`config.mk`:
```
export PLATFORM = sky130hd
export DESIGN_NAME = mrrc_frame
export DESIGN_NICKNAME = d
export VERILOG_FILES = /design/src/hdl/mrrc_pkg.sv /design/src/hdl/mrrc_frame.sv
export SDC_FILE = /design/constraint.sdc
export NUM_CORES = 1
export LEC_CHECK = 0
export BUFFER_PORTS_ARGS = -buffer_cell sky130_fd_sc_hd__buf_2
export CAP_MARGIN = 0
export CORE_MARGIN = 2
export CORE_UTILIZATION = 45
export CTS_BUF_LIST = sky130_fd_sc_hd__clkbuf_8
export DETAILED_ROUTE_END_ITERATION = 8
export PLACE_DENSITY = 0.72
export SYNTH_ARGS = -nofsm -noshare
export SYNTH_HDL_FRONTEND = slang
export SYNTH_SLANG_ARGS = --single-unit
```
`constraint.sdc`:
```
create_clock -name clk -period 2.75 [get_ports clk]
set_clock_uncertainty 0.2 [all_clocks]
set_input_delay 0.825 -clock clk [delete_from_list [all_inputs] [get_ports clk]]
set_output_delay 0.825 -clock clk [all_outputs]
set_load 0.005 [all_outputs]
```
`src/hdl/mrrc_pkg.sv`:
```
// Types, codes and constants for the Modbus RTU response checker.
// No dependencies; used by every module in hdl/.
`default_nettype none

package mrrc_pkg;

    // Result status codes
    typedef enum logic [1:0] {
        ST_OK     = 2'd0,
        ST_CRC    = 2'd1,
        ST_HEADER = 2'd2,
        ST_FAIL   = 2'd3
    } status_t;

    // Input operation codes
    typedef enum logic {
        OP_BYTE    = 1'b0,
        OP_TIMEOUT = 1'b1
    } op_t;

    // Configuration register indexes
    localparam logic CFG_SLAVE_ADDRESS     = 1'b0;
    localparam logic CFG_EXPECTED_FUNCTION = 1'b1;

    localparam logic [7:0]  SLAVE_ADDRESS_RST     = 8'h01;
    localparam logic [7:0]  EXPECTED_FUNCTION_RST = 8'h03;

    localparam logic [15:0] CRC_INIT = 16'hFFFF;
    localparam logic [15:0] CRC_POLY = 16'hA001;

    // Frame byte positions
    localparam logic [3:0] POS_ADDRESS  = 4'd0;
    localparam logic [3:0] POS_FUNCTION = 4'd1;
    localparam logic [3:0] POS_DATA_HI  = 4'd3;
    localparam logic [3:0] POS_DATA_LO  = 4'd4;
    localparam logic [3:0] CRC_BYTES    = 4'd7;
    localparam logic [3:0] FRAME_LAST   = 4'd8;

    typedef struct packed {
        op_t        operation;
        logic [7:0] rx_byte;
    } in_item_t;

    typedef struct packed {
        status_t     status;
        logic [15:0] meter_value;
    } out_item_t;

    // Result handed from the frame logic to the output register
    typedef struct packed {
        logic      push;
        out_item_t item;
    } result_t;

    // One byte of CRC-16/Modbus, reflected, eight shift steps
    function automatic logic [15:0] crc_feed(input logic [15:0] crc, input logic [7:0] b);
        logic [15:0] c;
        c = crc ^ {8'h00, b};
        for (int k = 0; k < 8; k++)
        begin
            c = c[0] ? ((c >> 1) ^ CRC_POLY) : (c >> 1);
        end
        return c;
    endfunction

endpackage

`default_nettype wire

```
`src/hdl/mrrc_frame.sv`:
```
// Input register and frame state: byte counter, running CRC, header flag, data word.
// Depends on mrrc_pkg.
`default_nettype none

module mrrc_frame (
    input  wire logic              clk,
    input  wire logic              rst_n,
    input  wire logic              in_valid,
    output logic                   in_ready,
    input  wire mrrc_pkg::in_item_t in_data,
    input  wire logic [7:0]        slave_address,
    input  wire logic [7:0]        expected_function,
    input  wire logic              res_ready,
    output mrrc_pkg::result_t      res
);

    logic               item_valid_reg;
    mrrc_pkg::in_item_t item_reg;

    logic [3:0]  byte_count_reg, byte_count_next;
    logic [15:0] running_crc_reg, running_crc_next;
    logic        header_ok_reg, header_ok_next;
    logic [15:0] data_word_reg, data_word_next;
    logic [7:0]  crc_low_byte_reg, crc_low_byte_next;

    logic        is_timeout;
    logic        is_final;
    logic        produces;
    logic        advance;
    logic [15:0] frame_crc_word;
    logic [7:0]  b;

    assign b              = item_reg.rx_byte;
    assign is_timeout     = (item_reg.operation == mrrc_pkg::OP_TIMEOUT);
    assign is_final       = (byte_count_reg >= mrrc_pkg::FRAME_LAST);
    assign produces       = is_timeout || is_final;
    assign advance        = item_valid_reg && (!produces || res_ready);
    assign in_ready       = !item_valid_reg || advance;
    assign frame_crc_word = {b, crc_low_byte_reg};

    // Input register
    always_ff @(posedge clk or negedge rst_n)
    begin
        if (!rst_n)
        begin
            item_valid_reg <= 1'b0;
        end
        else if (in_ready)
        begin
            item_valid_reg <= in_valid;
        end
    end

    always_ff @(posedge clk)
    begin
        if (in_ready && in_valid)
        begin
            item_reg <= in_data;
        end
    end

    // Next frame state and result
    always_comb
    begin
        byte_count_next   = byte_count_reg;
        running_crc_next  = running_crc_reg;
        header_ok_next    = header_ok_reg;
        data_word_next    = data_word_reg;
        crc_low_byte_next = crc_low_byte_reg;
        res.push             = advance && produces;
        res.item.status      = mrrc_pkg::ST_FAIL;
        res.item.meter_value = 16'h0000;

        if (is_timeout || is_final)
        begin
            if (!is_timeout)
            begin
                if (frame_crc_word != running_crc_reg)
                begin
                    res.item.status = mrrc_pkg::ST_CRC;
                end
                else if (!header_ok_reg)
                begin
                    res.item.status = mrrc_pkg::ST_HEADER;
                end
                else
                begin
                    res.item.status      = mrrc_pkg::ST_OK;
                    res.item.meter_value = data_word_reg;
                end
            end
            byte_count_next   = 4'd0;
            running_crc_next  = mrrc_pkg::CRC_INIT;
            header_ok_next    = 1'b1;
            data_word_next    = 16'h0000;
            crc_low_byte_next = 8'h00;
        end
        else if (byte_count_reg == mrrc_pkg::CRC_BYTES)
        begin
            crc_low_byte_next = b;
            byte_count_next   = mrrc_pkg::FRAME_LAST;
        end
        else
        begin
            case (byte_count_reg)
                mrrc_pkg::POS_ADDRESS:
                begin
                    header_ok_next = (b == slave_address);
                end
                mrrc_pkg::POS_FUNCTION:
                begin
                    header_ok_next = header_ok_reg && (b == expected_function);
                end
                mrrc_pkg::POS_DATA_HI:
                begin
                    data_word_next = {b, data_word_reg[7:0]};
                end
                mrrc_pkg::POS_DATA_LO:
                begin
                    data_word_next = {data_word_reg[15:8], b};
                end
                default:
                begin
                    header_ok_next = header_ok_reg;
                end
            endcase
            running_crc_next = mrrc_pkg::crc_feed(running_crc_reg, b);
            byte_count_next  = byte_count_reg + 4'd1;
        end
    end

    always_ff @(posedge clk or negedge rst_n)
    begin
        if (!rst_n)
        begin
            byte_count_reg   <= 4'd0;
            running_crc_reg  <= mrrc_pkg::CRC_INIT;
            header_ok_reg    <= 1'b1;
            data_word_reg    <= 16'h0000;
            crc_low_byte_reg <= 8'h00;
        end
        else if (advance)
        begin
            byte_count_reg   <= byte_count_next;
            running_crc_reg  <= running_crc_next;
            header_ok_reg    <= header_ok_next;
            data_word_reg    <= data_word_next;
            crc_low_byte_reg <= crc_low_byte_next;
        end
    end

endmodule

`default_nettype wire

```
==> impl_results.md <==
- Mapped Cells: 283
- Reg clk slew, reported paths: 0.10 ns
- Ports: 49
- Post-synth EDFFs: 9
- Post-synth top area cell: dfrtp_1
- DR WL met3: 416 um
- Pleak: 1.58 nW
- Synth unique cells: 43
- Fin crit period: 3.19 ns
- Worst Hold Class: reg2reg
- # clock sinks: 55
- Design Power: 3.35 mW
- Most common flop cell mapped by yosys: dfrtp_1
- Port bufs: 48
- Max transition margin: 0.336
- Total Routing Usage GR: 0.198
- Power density over the cells: 931 mW/mm^2
- Final Cell Area: 0.00359 sq mm
- Peak Freq: 0.313 GHz
- Most numerous cell in the Yosys netlist: nand2_1
- Sequential fraction of the synthesis area: 0.485
- FP Rows: 29
- Worst VDD drop: 440 uV
- CTS max path bufs: 2
- Critical path required time: 1.73 ns
- DR iter-0 viols: 108
- Mean Syn Cell Area: 10.5 sq um
- Final worst slack: -0.444 ns
- Post-synthesis net count: 315
- DP HPWL: 5290 um
- Initial antenna violation count: 0
- DR vias/cell: 5.36
- Synth warn: 0
- GRT Residual Overflow: 0
- Core Footprint: 0.00639 sq mm
- Area added between synthesis and finish: 20.9%
- Clk Latency, worst-skew pair: 0.31 ns
- Arrival time at the worst endpoint: 2.17 ns
- Setup TNS: -7.56 ns
- Setup crit start kind: flop
- Ranking of synthesized cells by area: dfrtp_1, dfstp_2, edfxtp_1
- Crit Path Max Fanout: 16
- Antenna-violating nets left: 0
- DRC Markers: 0
- # fillers: 583
- First-pass GRT wire length: 11200 um
- Layout cells sized above 1: 0.337
- Htree depth: 2
- Met2 wire length: 3340 um
- Status: complete, but fails checks
- WL/cell: 16.1 um
- CTS tree: yes
- GP Congestion: 0.858
- Final Setup Violations: 18
- Fin. Hold Viols: 0
- Unrepaired setup endpoints after global routing: true
- Vias in the first global route: 2257
- Synth top cells by count: nand2_1, dfrtp_1, xor2_1
- WHS: 0.280 ns
- ANT cells: 0
- FFs w/ async S/R, synth: 0.836
- Post-synthesis cell area: 0.00297 sq mm
- CTS Root Cell: clkbuf_8
- Worst slew pin tran: 0.989 ns
- Drt total wl: 6900 um
- Synthesized flop and latch total: 55
- Critical path capture point type: output pin
- Metal-1 WL: 3070 um
- Area post-placement: 0.00345 sq mm
- Nets: 384
- DR vias: 2304
- Effective utilization at floorplan: 0.466
- Setup Slack @ Placement: -0.150 ns
- Total CTS buffers: 5
- Max-cap violation count: 0
- Largest net degree at the start of global routing: 35
- Period Utilization, post-route: 1.16
- Die height: 85.3 um
- Violated checks: setup timing
- Critical path type: reg2out
- DIE AREA: 0.00728 sq mm
- First-pass detailed-route iteration total: 4
- Yosys top cell area share: 0.244
- Max layer used: met4
- Slew Viols, Final: 0
- Die Wd: 85.3 um
worst paths after layout:
path / startpoint / endpoint / slack (ns) / cells after the start
worst max-delay path: running_crc_reg[9]$_DFFE_PN1P_ / res[3] / -0.44 / 7
worst min-delay path: data_word_reg[8]$_DFFE_PN0P_ / data_word_reg[8]$_DFFE_PN0P_ / 0.28 / 2
worst max register to register: b[4]$_DFFE_PP_ / running_crc_reg[0]$_DFFE_PN1P_ / 0.28 / 6
worst min register to register: data_word_reg[8]$_DFFE_PN0P_ / data_word_reg[8]$_DFFE_PN0P_ / 0.28 / 2
max in group asynchronous: rst_n / running_crc_reg[7]$_DFFE_PN1P_ / 1.30 / 2
min in group asynchronous: rst_n / data_word_reg[1]$_DFFE_PN0P_ / 0.36 / 1
report_power, final:
group	internal (mW)	switching, mW
logic	0.766	0.742
registers	1.15	0.209
clock network	0.207	0.269
final cells by class:
type                    instances  area [sq um]  area share
inverters                       7          26.3     0.00731
flip-flops and latches         55          1440       0.401
clock inverters                 2          13.8     0.00383
repair buffers                 81           502       0.140
well taps                      77          96.3      0.0268
clock buffers                   6          82.6      0.0230
multi-input cells             202          1430       0.398
critical path, stage by stage (launching register included):
cell and delay, ns:
dfstp_2 0.55, xor2_1 0.09, nor4_2 0.31, nand4_1 0.21, nor4b_4 0.27, buf_6 0.18, and2_1 0.13, buf_2 0.11
routing by layer:
metal  GRT usage  vias to the layer above
met4      0.0476                        0
met1       0.275                     1119
met3      0.0379                        5
met5           0                        -
li1            -                     1099
met2       0.321                       81
stage by stage:
stage	utilization	instances
detailed placement	0.541	421
global placement	0.541	421
floorplan	-	283
finish	0.563	430
CTS	0.559	429
global route	0.563	430
placed cells by master (no fill, tap or decap), drive strengths merged, types with 2 or more instances in the layout:
cell type / count
or2: 2
dfstp: 17
and2: 17
edfxtp: 9
nor3: 3
ha: 3
nand4: 3
o22a: 8
buf: 81
o31ai: 8
nand2: 30
dfrtp: 29
nor2: 12
o21ai: 21
clkbuf: 6
o211ai: 2
xnor3: 2
a21oi: 9
inv: 8
xor2: 31
nor2b: 2
nor4: 6
xnor2: 21
nand3: 10
what timing repair did:
action / CTS / global route
pin swaps: 1 / 1
hold buffers: 0 / 0
setup endpoints to repair: 18 / 18
setup buffers: 0 / 1
gates resized for setup: 4 / 3
endpoints found under the hold margin: 0 / 0
kinds of logic (layout without fill, tap and decap cells):
| kind of cell | count (synthesis) | count (layout) | share of synthesized area |
|---|---|---|---|
| buffers and inverters | 26 | 96 | 0.0421 |
| adder cells (fa/ha/maj) | 3 | 3 | 0.0126 |
| XOR/XNOR | 54 | 54 | 0.179 |
| multiplexers | 1 | 1 | 0.00337 |
| AO/OA/AOI/OAI | 53 | 53 | 0.117 |
| flip-flops | 55 | 55 | 0.485 |
| AND/OR/NAND/NOR | 91 | 91 | 0.161 |
Power figures use the tool's default switching activity.
